--- config.mk ---
export PLATFORM = sky130hd
export DESIGN_NAME = joystick_calibrated_position_core
export DESIGN_NICKNAME = d
export VERILOG_FILES = /design/src/hw/rtl/jcp_pkg.sv /design/src/hw/rtl/jcp_div.sv /design/src/hw/rtl/joystick_calibrated_position_core.sv
export SDC_FILE = /design/constraint.sdc
export NUM_CORES = 1
export LEC_CHECK = 0
export ABC_AREA = 0
export BUFFER_PORTS_ARGS = -buffer_cell sky130_fd_sc_hd__buf_4
export CORE_MARGIN = 4
export CORE_UTILIZATION = 38
export CTS_CLUSTER_SIZE = 24
export DETAILED_ROUTE_END_ITERATION = 10
export GPL_ROUTABILITY_DRIVEN = 0
export GPL_TIMING_DRIVEN = 0
export SLEW_MARGIN = 20
export SYNTH_ARGS = -nofsm -noshare
export SYNTH_HDL_FRONTEND = slang
export SYNTH_SLANG_ARGS = --single-unit
--- constraint.sdc ---
create_clock -name clk -period 18.25 [get_ports clk]
set_clock_uncertainty 0.15 [all_clocks]
set_input_delay 0.9125 -clock clk [delete_from_list [all_inputs] [get_ports clk]]
set_output_delay 0.9125 -clock clk [all_outputs]
set_load 0.01 [all_outputs]
--- src/hw/rtl/jcp_pkg.sv ---
// Shared types and constants for the joystick calibrated position core.
package jcp_pkg;

  localparam int SAMPLE_W = 8;
  localparam int SPAN_W   = SAMPLE_W + 1;
  localparam int FS_W     = 7;
  localparam int SPLIT_W  = 9;
  localparam int NUM_W    = FS_W + SAMPLE_W;
  localparam int POS_W    = 8;
  localparam int DIR_W    = 3;
  localparam int MODE_W   = 2;
  localparam int IDX_W    = 2;
  localparam int CFG_W    = 9;
  localparam int STEP_W   = 4;
  localparam int IN_W     = 24;
  localparam int OUT_W    = 24;

  localparam logic [STEP_W-1:0] LAST_STEP = STEP_W'(NUM_W - 1);

  localparam logic [MODE_W-1:0] MODE_START   = 2'd0;
  localparam logic [MODE_W-1:0] MODE_TRACK   = 2'd1;
  localparam logic [MODE_W-1:0] MODE_FINISH  = 2'd2;
  localparam logic [MODE_W-1:0] MODE_MEASURE = 2'd3;

  localparam logic [IDX_W-1:0] REG_FULL_SCALE = 2'd0;
  localparam logic [IDX_W-1:0] REG_DIR_THRESH = 2'd1;
  localparam logic [IDX_W-1:0] REG_SIDE_SPLIT = 2'd2;

  localparam logic [FS_W-1:0]    FULL_SCALE_RST = 7'd100;
  localparam logic [FS_W-1:0]    DIR_THRESH_RST = 7'd50;
  localparam logic [SPLIT_W-1:0] SIDE_SPLIT_RST = '0;

  localparam logic [DIR_W-1:0] DIR_MIDDLE = 3'd0;
  localparam logic [DIR_W-1:0] DIR_RIGHT  = 3'd1;
  localparam logic [DIR_W-1:0] DIR_LEFT   = 3'd2;
  localparam logic [DIR_W-1:0] DIR_UP     = 3'd3;
  localparam logic [DIR_W-1:0] DIR_DOWN   = 3'd4;

  typedef enum logic [2:0] {
    ST_IDLE,
    ST_MUL,
    ST_START,
    ST_WAIT,
    ST_DONE
  } state_t;

endpackage

--- src/hw/rtl/jcp_div.sv ---
// Iterative restoring unsigned divider, one quotient bit per cycle.
module jcp_div (
  input  logic                              clk,
  input  logic                              rst,
  input  logic                              start,
  input  logic [jcp_pkg::NUM_W-1:0]         dividend,
  input  logic [jcp_pkg::SAMPLE_W-1:0]      divisor,
  output logic                              done,
  output logic [jcp_pkg::NUM_W-1:0]         quotient
);

  logic                            busy;
  logic [jcp_pkg::STEP_W-1:0]      step;
  logic [jcp_pkg::SAMPLE_W-1:0]    rem;
  logic [jcp_pkg::SAMPLE_W-1:0]    dsr;
  logic [jcp_pkg::SAMPLE_W:0]      rem_shift;
  logic [jcp_pkg::SAMPLE_W:0]      rem_diff;
  logic                            fits;

  assign rem_shift = {rem, quotient[jcp_pkg::NUM_W-1]};
  assign rem_diff  = rem_shift - {1'b0, dsr};
  assign fits      = rem_shift >= {1'b0, dsr};

  always_ff @(posedge clk) begin
    if (rst) begin
      busy <= 1'b0;
      done <= 1'b0;
      step <= '0;
    end else begin
      done <= 1'b0;
      if (start) begin
        busy <= 1'b1;
        step <= '0;
      end else if (busy) begin
        step <= step + 1'b1;
        if (step == jcp_pkg::LAST_STEP) begin
          busy <= 1'b0;
          done <= 1'b1;
        end
      end
    end
  end

  always_ff @(posedge clk) begin
    if (start) begin
      quotient <= dividend;
      rem      <= '0;
      dsr      <= divisor;
    end else if (busy) begin
      quotient <= {quotient[jcp_pkg::NUM_W-2:0], fits};
      rem      <= fits ? rem_diff[jcp_pkg::SAMPLE_W-1:0] : rem_shift[jcp_pkg::SAMPLE_W-1:0];
    end
  end

endmodule

--- src/hw/rtl/joystick_calibrated_position_core.sv ---
// Top level of the joystick calibration and position scaling core.
// Each input word carries a mode and one sample per axis. Start, track and finish words
// update the calibration when accepted and produce no output. For a measure word the x
// axis and then the y axis each pass through a multiply state, a divider load state and a
// wait on the shared bit-serial divider for its 15 quotient bits, and then the done state
// moves the result word to the output register once the output is free. A new input word
// is taken once the previous measure has moved its result there. Registers are written
// through cfg_wr_en, cfg_index and cfg_data.
module joystick_calibrated_position_core (
  input  logic                              clk,
  input  logic                              rst,
  input  logic                              s_tvalid,
  output logic                              s_tready,
  input  logic [jcp_pkg::IN_W-1:0]          s_tdata,   // mode, x_sample, y_sample
  output logic                              m_tvalid,
  input  logic                              m_tready,
  output logic [jcp_pkg::OUT_W-1:0]         m_tdata,   // pos_x, pos_y, direction
  input  logic                              cfg_wr_en,
  input  logic [jcp_pkg::IDX_W-1:0]         cfg_index,
  input  logic [jcp_pkg::CFG_W-1:0]         cfg_data
);

  jcp_pkg::state_t state, state_next;

  logic [jcp_pkg::FS_W-1:0]      full_scale;
  logic [jcp_pkg::FS_W-1:0]      dir_threshold;
  logic [jcp_pkg::SPLIT_W-1:0]   side_split;

  logic [jcp_pkg::SAMPLE_W-1:0]  x_low, x_high, y_low, y_high, x_centre, y_centre;
  logic [jcp_pkg::SPAN_W-1:0]    x_span_lower, x_span_upper, y_span_lower, y_span_upper;

  logic [jcp_pkg::MODE_W-1:0]    in_mode;
  logic [jcp_pkg::SAMPLE_W-1:0]  in_x, in_y;
  logic                          accept;

  logic [jcp_pkg::SAMPLE_W-1:0]  x_samp, y_samp;
  logic                          axis;
  logic [jcp_pkg::NUM_W-1:0]     num;
  logic [jcp_pkg::SAMPLE_W-1:0]  span_mag;
  logic                          neg;
  logic                          span_zero;
  logic                          off_nz;
  logic [jcp_pkg::POS_W-1:0]     pos_x, pos_y;

  logic [jcp_pkg::SAMPLE_W-1:0]  cur_samp, cur_centre;
  logic [jcp_pkg::SPAN_W-1:0]    cur_lower, cur_upper, cur_span, cur_off;
  logic [jcp_pkg::SAMPLE_W-1:0]  off_mag;
  logic [jcp_pkg::NUM_W-1:0]     prod;

  logic                          div_start;
  logic                          div_done;
  logic [jcp_pkg::NUM_W-1:0]     div_q;
  logic [jcp_pkg::FS_W-1:0]      mag;
  logic [jcp_pkg::POS_W-1:0]     pos_new;

  logic                          out_free;
  logic [jcp_pkg::DIR_W-1:0]     dir_new;
  logic signed [jcp_pkg::POS_W:0] px_s, py_s, th_s;

  assign in_mode = s_tdata[1:0];
  assign in_x    = s_tdata[9:2];
  assign in_y    = s_tdata[17:10];
  assign accept  = s_tvalid && s_tready;
  assign out_free = !m_tvalid || m_tready;

  always_ff @(posedge clk) begin
    if (rst) begin
      full_scale    <= jcp_pkg::FULL_SCALE_RST;
      dir_threshold <= jcp_pkg::DIR_THRESH_RST;
      side_split    <= jcp_pkg::SIDE_SPLIT_RST;
    end else if (cfg_wr_en) begin
      case (cfg_index)
        jcp_pkg::REG_FULL_SCALE: full_scale    <= cfg_data[jcp_pkg::FS_W-1:0];
        jcp_pkg::REG_DIR_THRESH: dir_threshold <= cfg_data[jcp_pkg::FS_W-1:0];
        jcp_pkg::REG_SIDE_SPLIT: side_split    <= cfg_data[jcp_pkg::SPLIT_W-1:0];
        default: ;
      endcase
    end
  end

  always_ff @(posedge clk) begin
    if (rst) begin
      x_low        <= '0;
      x_high       <= '0;
      y_low        <= '0;
      y_high       <= '0;
      x_centre     <= '0;
      y_centre     <= '0;
      x_span_lower <= '0;
      x_span_upper <= '0;
      y_span_lower <= '0;
      y_span_upper <= '0;
    end else if (accept) begin
      case (in_mode)
        jcp_pkg::MODE_START: begin
          x_low  <= in_x;
          x_high <= in_x;
          y_low  <= in_y;
          y_high <= in_y;
        end
        jcp_pkg::MODE_TRACK: begin
          if (in_x > x_high) x_high <= in_x;
          if (in_x < x_low)  x_low  <= in_x;
          if (in_y > y_high) y_high <= in_y;
          if (in_y < y_low)  y_low  <= in_y;
        end
        jcp_pkg::MODE_FINISH: begin
          x_centre     <= in_x;
          y_centre     <= in_y;
          x_span_lower <= {1'b0, in_x} - {1'b0, x_low};
          x_span_upper <= {1'b0, x_high} - {1'b0, in_x};
          y_span_lower <= {1'b0, in_y} - {1'b0, y_low};
          y_span_upper <= {1'b0, y_high} - {1'b0, in_y};
        end
        default: ;
      endcase
    end
  end

  // select the axis being scaled and form |full_scale * offset|
  always_comb begin
    cur_samp   = axis ? y_samp : x_samp;
    cur_centre = axis ? y_centre : x_centre;
    cur_lower  = axis ? y_span_lower : x_span_lower;
    cur_upper  = axis ? y_span_upper : x_span_upper;
    cur_off    = {1'b0, cur_samp} - {1'b0, cur_centre};
    cur_span   = ($signed(cur_off) > $signed(side_split)) ? cur_upper : cur_lower;
    off_mag    = cur_off[jcp_pkg::SPAN_W-1] ? jcp_pkg::SAMPLE_W'(-cur_off)
                                            : cur_off[jcp_pkg::SAMPLE_W-1:0];
    prod       = jcp_pkg::NUM_W'(full_scale) * jcp_pkg::NUM_W'(off_mag);
  end

  // handle a zero span, clamp the quotient magnitude and apply the sign
  always_comb begin
    if (span_zero) begin
      mag = off_nz ? full_scale : '0;
    end else if (div_q > jcp_pkg::NUM_W'(full_scale)) begin
      mag = full_scale;
    end else begin
      mag = div_q[jcp_pkg::FS_W-1:0];
    end
    pos_new = neg ? jcp_pkg::POS_W'(-{1'b0, mag}) : {1'b0, mag};
  end

  always_comb begin
    px_s = {pos_x[jcp_pkg::POS_W-1], pos_x};
    py_s = {pos_y[jcp_pkg::POS_W-1], pos_y};
    th_s = {2'b00, dir_threshold};
    if (px_s > th_s) begin
      dir_new = jcp_pkg::DIR_RIGHT;
    end else if (px_s < -th_s) begin
      dir_new = jcp_pkg::DIR_LEFT;
    end else if (py_s > th_s) begin
      dir_new = jcp_pkg::DIR_UP;
    end else if (py_s < -th_s) begin
      dir_new = jcp_pkg::DIR_DOWN;
    end else begin
      dir_new = jcp_pkg::DIR_MIDDLE;
    end
  end

  always_ff @(posedge clk) begin
    if (rst) begin
      state <= jcp_pkg::ST_IDLE;
    end else begin
      state <= state_next;
    end
  end

  always_comb begin
    state_next = state;
    s_tready   = 1'b0;
    div_start  = 1'b0;
    case (state)
      jcp_pkg::ST_IDLE: begin
        s_tready = 1'b1;
        if (s_tvalid && in_mode == jcp_pkg::MODE_MEASURE) state_next = jcp_pkg::ST_MUL;
      end
      jcp_pkg::ST_MUL: begin
        state_next = jcp_pkg::ST_START;
      end
      jcp_pkg::ST_START: begin
        div_start  = 1'b1;
        state_next = jcp_pkg::ST_WAIT;
      end
      jcp_pkg::ST_WAIT: begin
        if (div_done) state_next = axis ? jcp_pkg::ST_DONE : jcp_pkg::ST_MUL;
      end
      jcp_pkg::ST_DONE: begin
        if (out_free) state_next = jcp_pkg::ST_IDLE;
      end
      default: state_next = jcp_pkg::ST_IDLE;
    endcase
  end

  always_ff @(posedge clk) begin
    if (rst) begin
      axis <= 1'b0;
    end else if (accept) begin
      axis <= 1'b0;
    end else if (state == jcp_pkg::ST_WAIT && div_done) begin
      axis <= 1'b1;
    end
  end

  always_ff @(posedge clk) begin
    if (accept) begin
      x_samp <= in_x;
      y_samp <= in_y;
    end
    if (state == jcp_pkg::ST_MUL) begin
      num       <= prod;
      span_mag  <= cur_span[jcp_pkg::SPAN_W-1] ? jcp_pkg::SAMPLE_W'(-cur_span)
                                               : cur_span[jcp_pkg::SAMPLE_W-1:0];
      span_zero <= (cur_span == '0);
      off_nz    <= (cur_off != '0);
      neg       <= (cur_span == '0) ? cur_off[jcp_pkg::SPAN_W-1]
                 : (cur_off[jcp_pkg::SPAN_W-1] ^ cur_span[jcp_pkg::SPAN_W-1]);
    end
    if (state == jcp_pkg::ST_WAIT && div_done) begin
      if (axis) pos_y <= pos_new;
      else      pos_x <= pos_new;
    end
  end

  always_ff @(posedge clk) begin
    if (rst) begin
      m_tvalid <= 1'b0;
    end else if (state == jcp_pkg::ST_DONE && out_free) begin
      m_tvalid <= 1'b1;
    end else if (m_tready) begin
      m_tvalid <= 1'b0;
    end
  end

  always_ff @(posedge clk) begin
    if (state == jcp_pkg::ST_DONE && out_free) begin
      m_tdata <= {5'b00000, dir_new, pos_y, pos_x};
    end
  end

  jcp_div u_div (
    .clk      (clk),
    .rst      (rst),
    .start    (div_start),
    .dividend (num),
    .divisor  (span_mag),
    .done     (div_done),
    .quotient (div_q)
  );

endmodule
==> flow_metrics.py <==
metrics = {
    "route": {
        "drt_pass1_iterations": 5,
        "via_count": 9987,
        "avgViaCountPerCell": 5.05,
        "drt_wl_total_um": 33400,
        "wire_per_inst_um": 16.9,
        "drc": 0,
        "final_antenna_net_count": 0,
        "drt_iter0_drc": 528,
    },
    "layout": {
        "layout.nets": 1706,
        "n_antenna_cell": 0,
        "area_delta_synth_final_pct": 13.6,
        "drive_gt1_share_pct": 8.96,
    },
    "synthesis": {
        "synthArstFlopShare_pct": 0,
        "synth_cell_types": 64,
        "synthCells": 1410,
        "synth-seq-cells": 226,
        "synth_fa_ha_area_share_pct": 17.0,
        "synth_edf_count": 100,
        "synth_mux_area_share_pct": 8.75,
        "synth-xor-area-share_pct": 4.52,
        "syn_area_sq_mm": 0.0139,
        "synth_simple_gate_area_share_pct": 14.9,
        "yosys_warnings": 0,
        "synth_flop_cell": "dfxtp_1",
        "synth_top_family_by_area": "adder cells",
        "syn-mean-instance-area_sq_um": 9.89,
        "synth_compound_area_share_pct": 10.4,
        "synth_seq_area_share_pct": 39.6,
    },
    "timing": {
        "fmax_ghz": 0.113,
        "finalCriticalPeriod_ns": 8.82,
        "grt_setup_unrepaired": "false",
        "maxSlewViolCount": 0,
        "relSlewSlack_pct": 34.3,
        "fin_crit_sh_pct": 48.3,
        "hold_viol_final": 0,
        "setup_viol": 0,
        "tns_ns": 0,
        "max_slew.worst_pin.slew_ns": 0.979,
    },
    "die": {
        "num_io_pins": 66,
        "fp.coreArea_sq_mm": 0.0359,
        "die_w_um": 200,
        "rows": 69,
        "start_util_pct": 38.8,
        "dieArea_sq_mm": 0.0398,
        "die_y_um": 200,
    },
    "flow_run": {
        "maxCapViolations": 0,
    },
    "power_and_ir_drop": {
        "p_int_w": 0.00121,
        "pwr-share-seq_pct": 34.6,
        "vdd_drop_max_v": 0.0000916,
        "p_comb_share_pct": 36.5,
        "cellPowerDensity_mw_per_mm2": 115,
        "p_leak_nw": 6.94,
        "clkPwrFrac_pct": 28.9,
        "power_w": 0.00182,
        "swShare_pct": 33.4,
        "p_switching_w": 0.000609,
    },
    "global_routing": {
        "grt_use_total_pct": 16.8,
        "antenna_found_initial": 0,
        "grt_pass1_vias": 9831,
        "grt_pass1_wl_um": 53700,
        "grt_max_degree": 21,
        "grt-ovfl-total": 0,
    },
    "clocking": {
        "htreeDepth": 1,
        "cts_root_buffer": "clkbuf_16",
        "cts_tree": "done",
        "clock_sinks": 226,
        "clk_path_buf_depth": 3,
        "cts_setup_buffers": 0,
        "clkLatencyLatePin_ns": 0.54,
        "clk_pin_slew_ns": 0.06,
        "cts_hold_buf": 0,
        "cts_resized": 0,
        "numCtsBuffers": 26,
    },
    "setup_path": {
        "crit_type": "register to register",
        "max_stage_delay_ns": 0.61,
        "endpoint_kind": "register",
        "path_max_fanout": 10,
        "crit_path_start_kind": "register",
        "critPathSlowestCell": "xor2_1",
        "crit_required_ns": 18.38,
        "cp.arrival_ns": 8.95,
        "r2r_setup_slack_ns": 9.43,
    },
    "placement": {
        "io_buffers": 53,
        "dp_hpwl_um": 25900,
    },
    "hold_path": {
        "hold_path.class": "register to register",
    },
    "run_status": {
        "status": "completed",
    },
}
==> synth_stat cells (12+ instances only) <==
master    instances  area, sq um
nand2b_1         25          156
inv_1           105          394
nor3_1           19         95.1
ha_1            133         1660
nand3_1          13         65.1
nor2_1          145          544
dfxtp_1         126         2520
fa_1             35          701
a21o_1           35          263
mux4_1           15          394
a31oi_1          12         75.1
xor2_1           39          342
a211oi_1         19          143
nand2_1         160          601
nor2b_1          34          213
xnor2_1          33          289
a21oi_1          79          395
clkbuf_1         43          161
edfxtp_1        100         3000
o21ai_0          42          210
and2_1           13         81.3
mux2i_1          69          691
o21a_1           19          143
==> power groups by stage <==
| stage | registers, W | logic, W | clock network [W] |
|---|---|---|---|
| CTS | 0.000630 | 0.000674 | 0.000541 |
| global route | 0.000635 | 0.000761 | 0.000563 |
| floorplan | 0.000630 | 0.000522 | 0 |
| detailed placement | 0.000640 | 0.000667 | 0 |
| global placement | 0.000640 | 0.000655 | 0 |
| finish | 0.000630 | 0.000666 | 0.000527 |
==> layer usage <==
layer	global-route usage, %	routed length [um]
met5	0	0
met4	3.04	575
met3	2.09	1060
met2	28.8	16000
met1	23.3	15700
==> layout by cell type, fill, tap and decap left out, types with 13 or more instances in the layout <==
cell type  Yosys  layout
dfxtp_1      126     126
inv_1        105     105
xor2_1        39      39
a211oi_1      19      19
a21oi_1       79      79
o21ai_0       42      42
ha_1         133     133
nor2_1       145     144
mux2i_1       69      69
clkbuf_16      0      26
a21o_1        35      35
and2_1        13      13
clkbuf_1      43      49
nand2b_1      25      25
fa_1          35      35
mux4_1        15      15
xnor2_1       33      33
nand3_1       13      13
nor2b_1       34      34
o21a_1        19      19
nand2_1      160     160
buf_4          5      60
edfxtp_1     100     100
nor3_1        19      19
==> metrics by stage <==
step	instances	cell area, sq um	hold WS (ns)	utilization, %	setup WS [ns]
final	1979	15800	0.277	44.1	9.43
after global routing	1979	15800	0.287	44.1	8.88
after floorplan	1414	14000	0.250	-	10.71
after global placement	1928	14900	0.256	41.6	9.49
after detailed placement	1931	15000	0.255	41.7	9.46
after CTS	1979	15800	0.287	44.1	9.42
==> registers in the layout (all words and copies together) (netlist names), 8 cells and up <==
signal	flops
x_span_lower	9
u_div.dsr	8
y_centre	8
u_div.rem	8
x_span_upper	9
x_low	8
u_div.quotient	15
pos_y	8
m_tdata	19
x_centre	8
side_split	9
x_high	8
span_mag	8
num	15
y_span_upper	9
y_samp	8
y_high	8
y_span_lower	9
x_samp	8
y_low	8
pos_x	8
==> logic make-up after synthesis <==
family                     Yosys count
AOI/OAI and AO/OA                  233
xor gates and xnor gates            72
adders and majority gates          168
buffers and inverters              162
DFF                                226
muxes                               95
other                                1
and+or+nand+nor                    453
==> cell type report <==
class	instances	area, sq um
inverters	106	398
multi-input cells	1026	7760
well taps	461	577
fillers	3461	20100
clock buffers	39	759
plain buffers	56	278
clock inverters	9	111
flip-flops and latches	226	5530
repair buffers	56	424
==> worst paths after layout <==
path,to,from,depth (start not counted)
setup / recovery,num[13]$_DFFE_PP_,axis$_SDFFE_PP0P_,31
hold reg to reg,u_div.dsr[2]$_DFFE_PP_,span_mag[2]$_DFFE_PP_,0
hold / removal,u_div.dsr[2]$_DFFE_PP_,span_mag[2]$_DFFE_PP_,0
setup reg to reg,num[13]$_DFFE_PP_,axis$_SDFFE_PP0P_,31
==> worst max-delay path: cells and delay by family, from the launching register on <==
kind	cells	cell delay (ns)
mux	1	0.42
simple gates	3	0.38
fa+ha+maj	6	2.72
buf+inv	9	1.76
xor+xnor	2	0.76
compound gates	10	2.03
flops	1	0.32
Note: power is estimated with default switching activity, not from simulation.
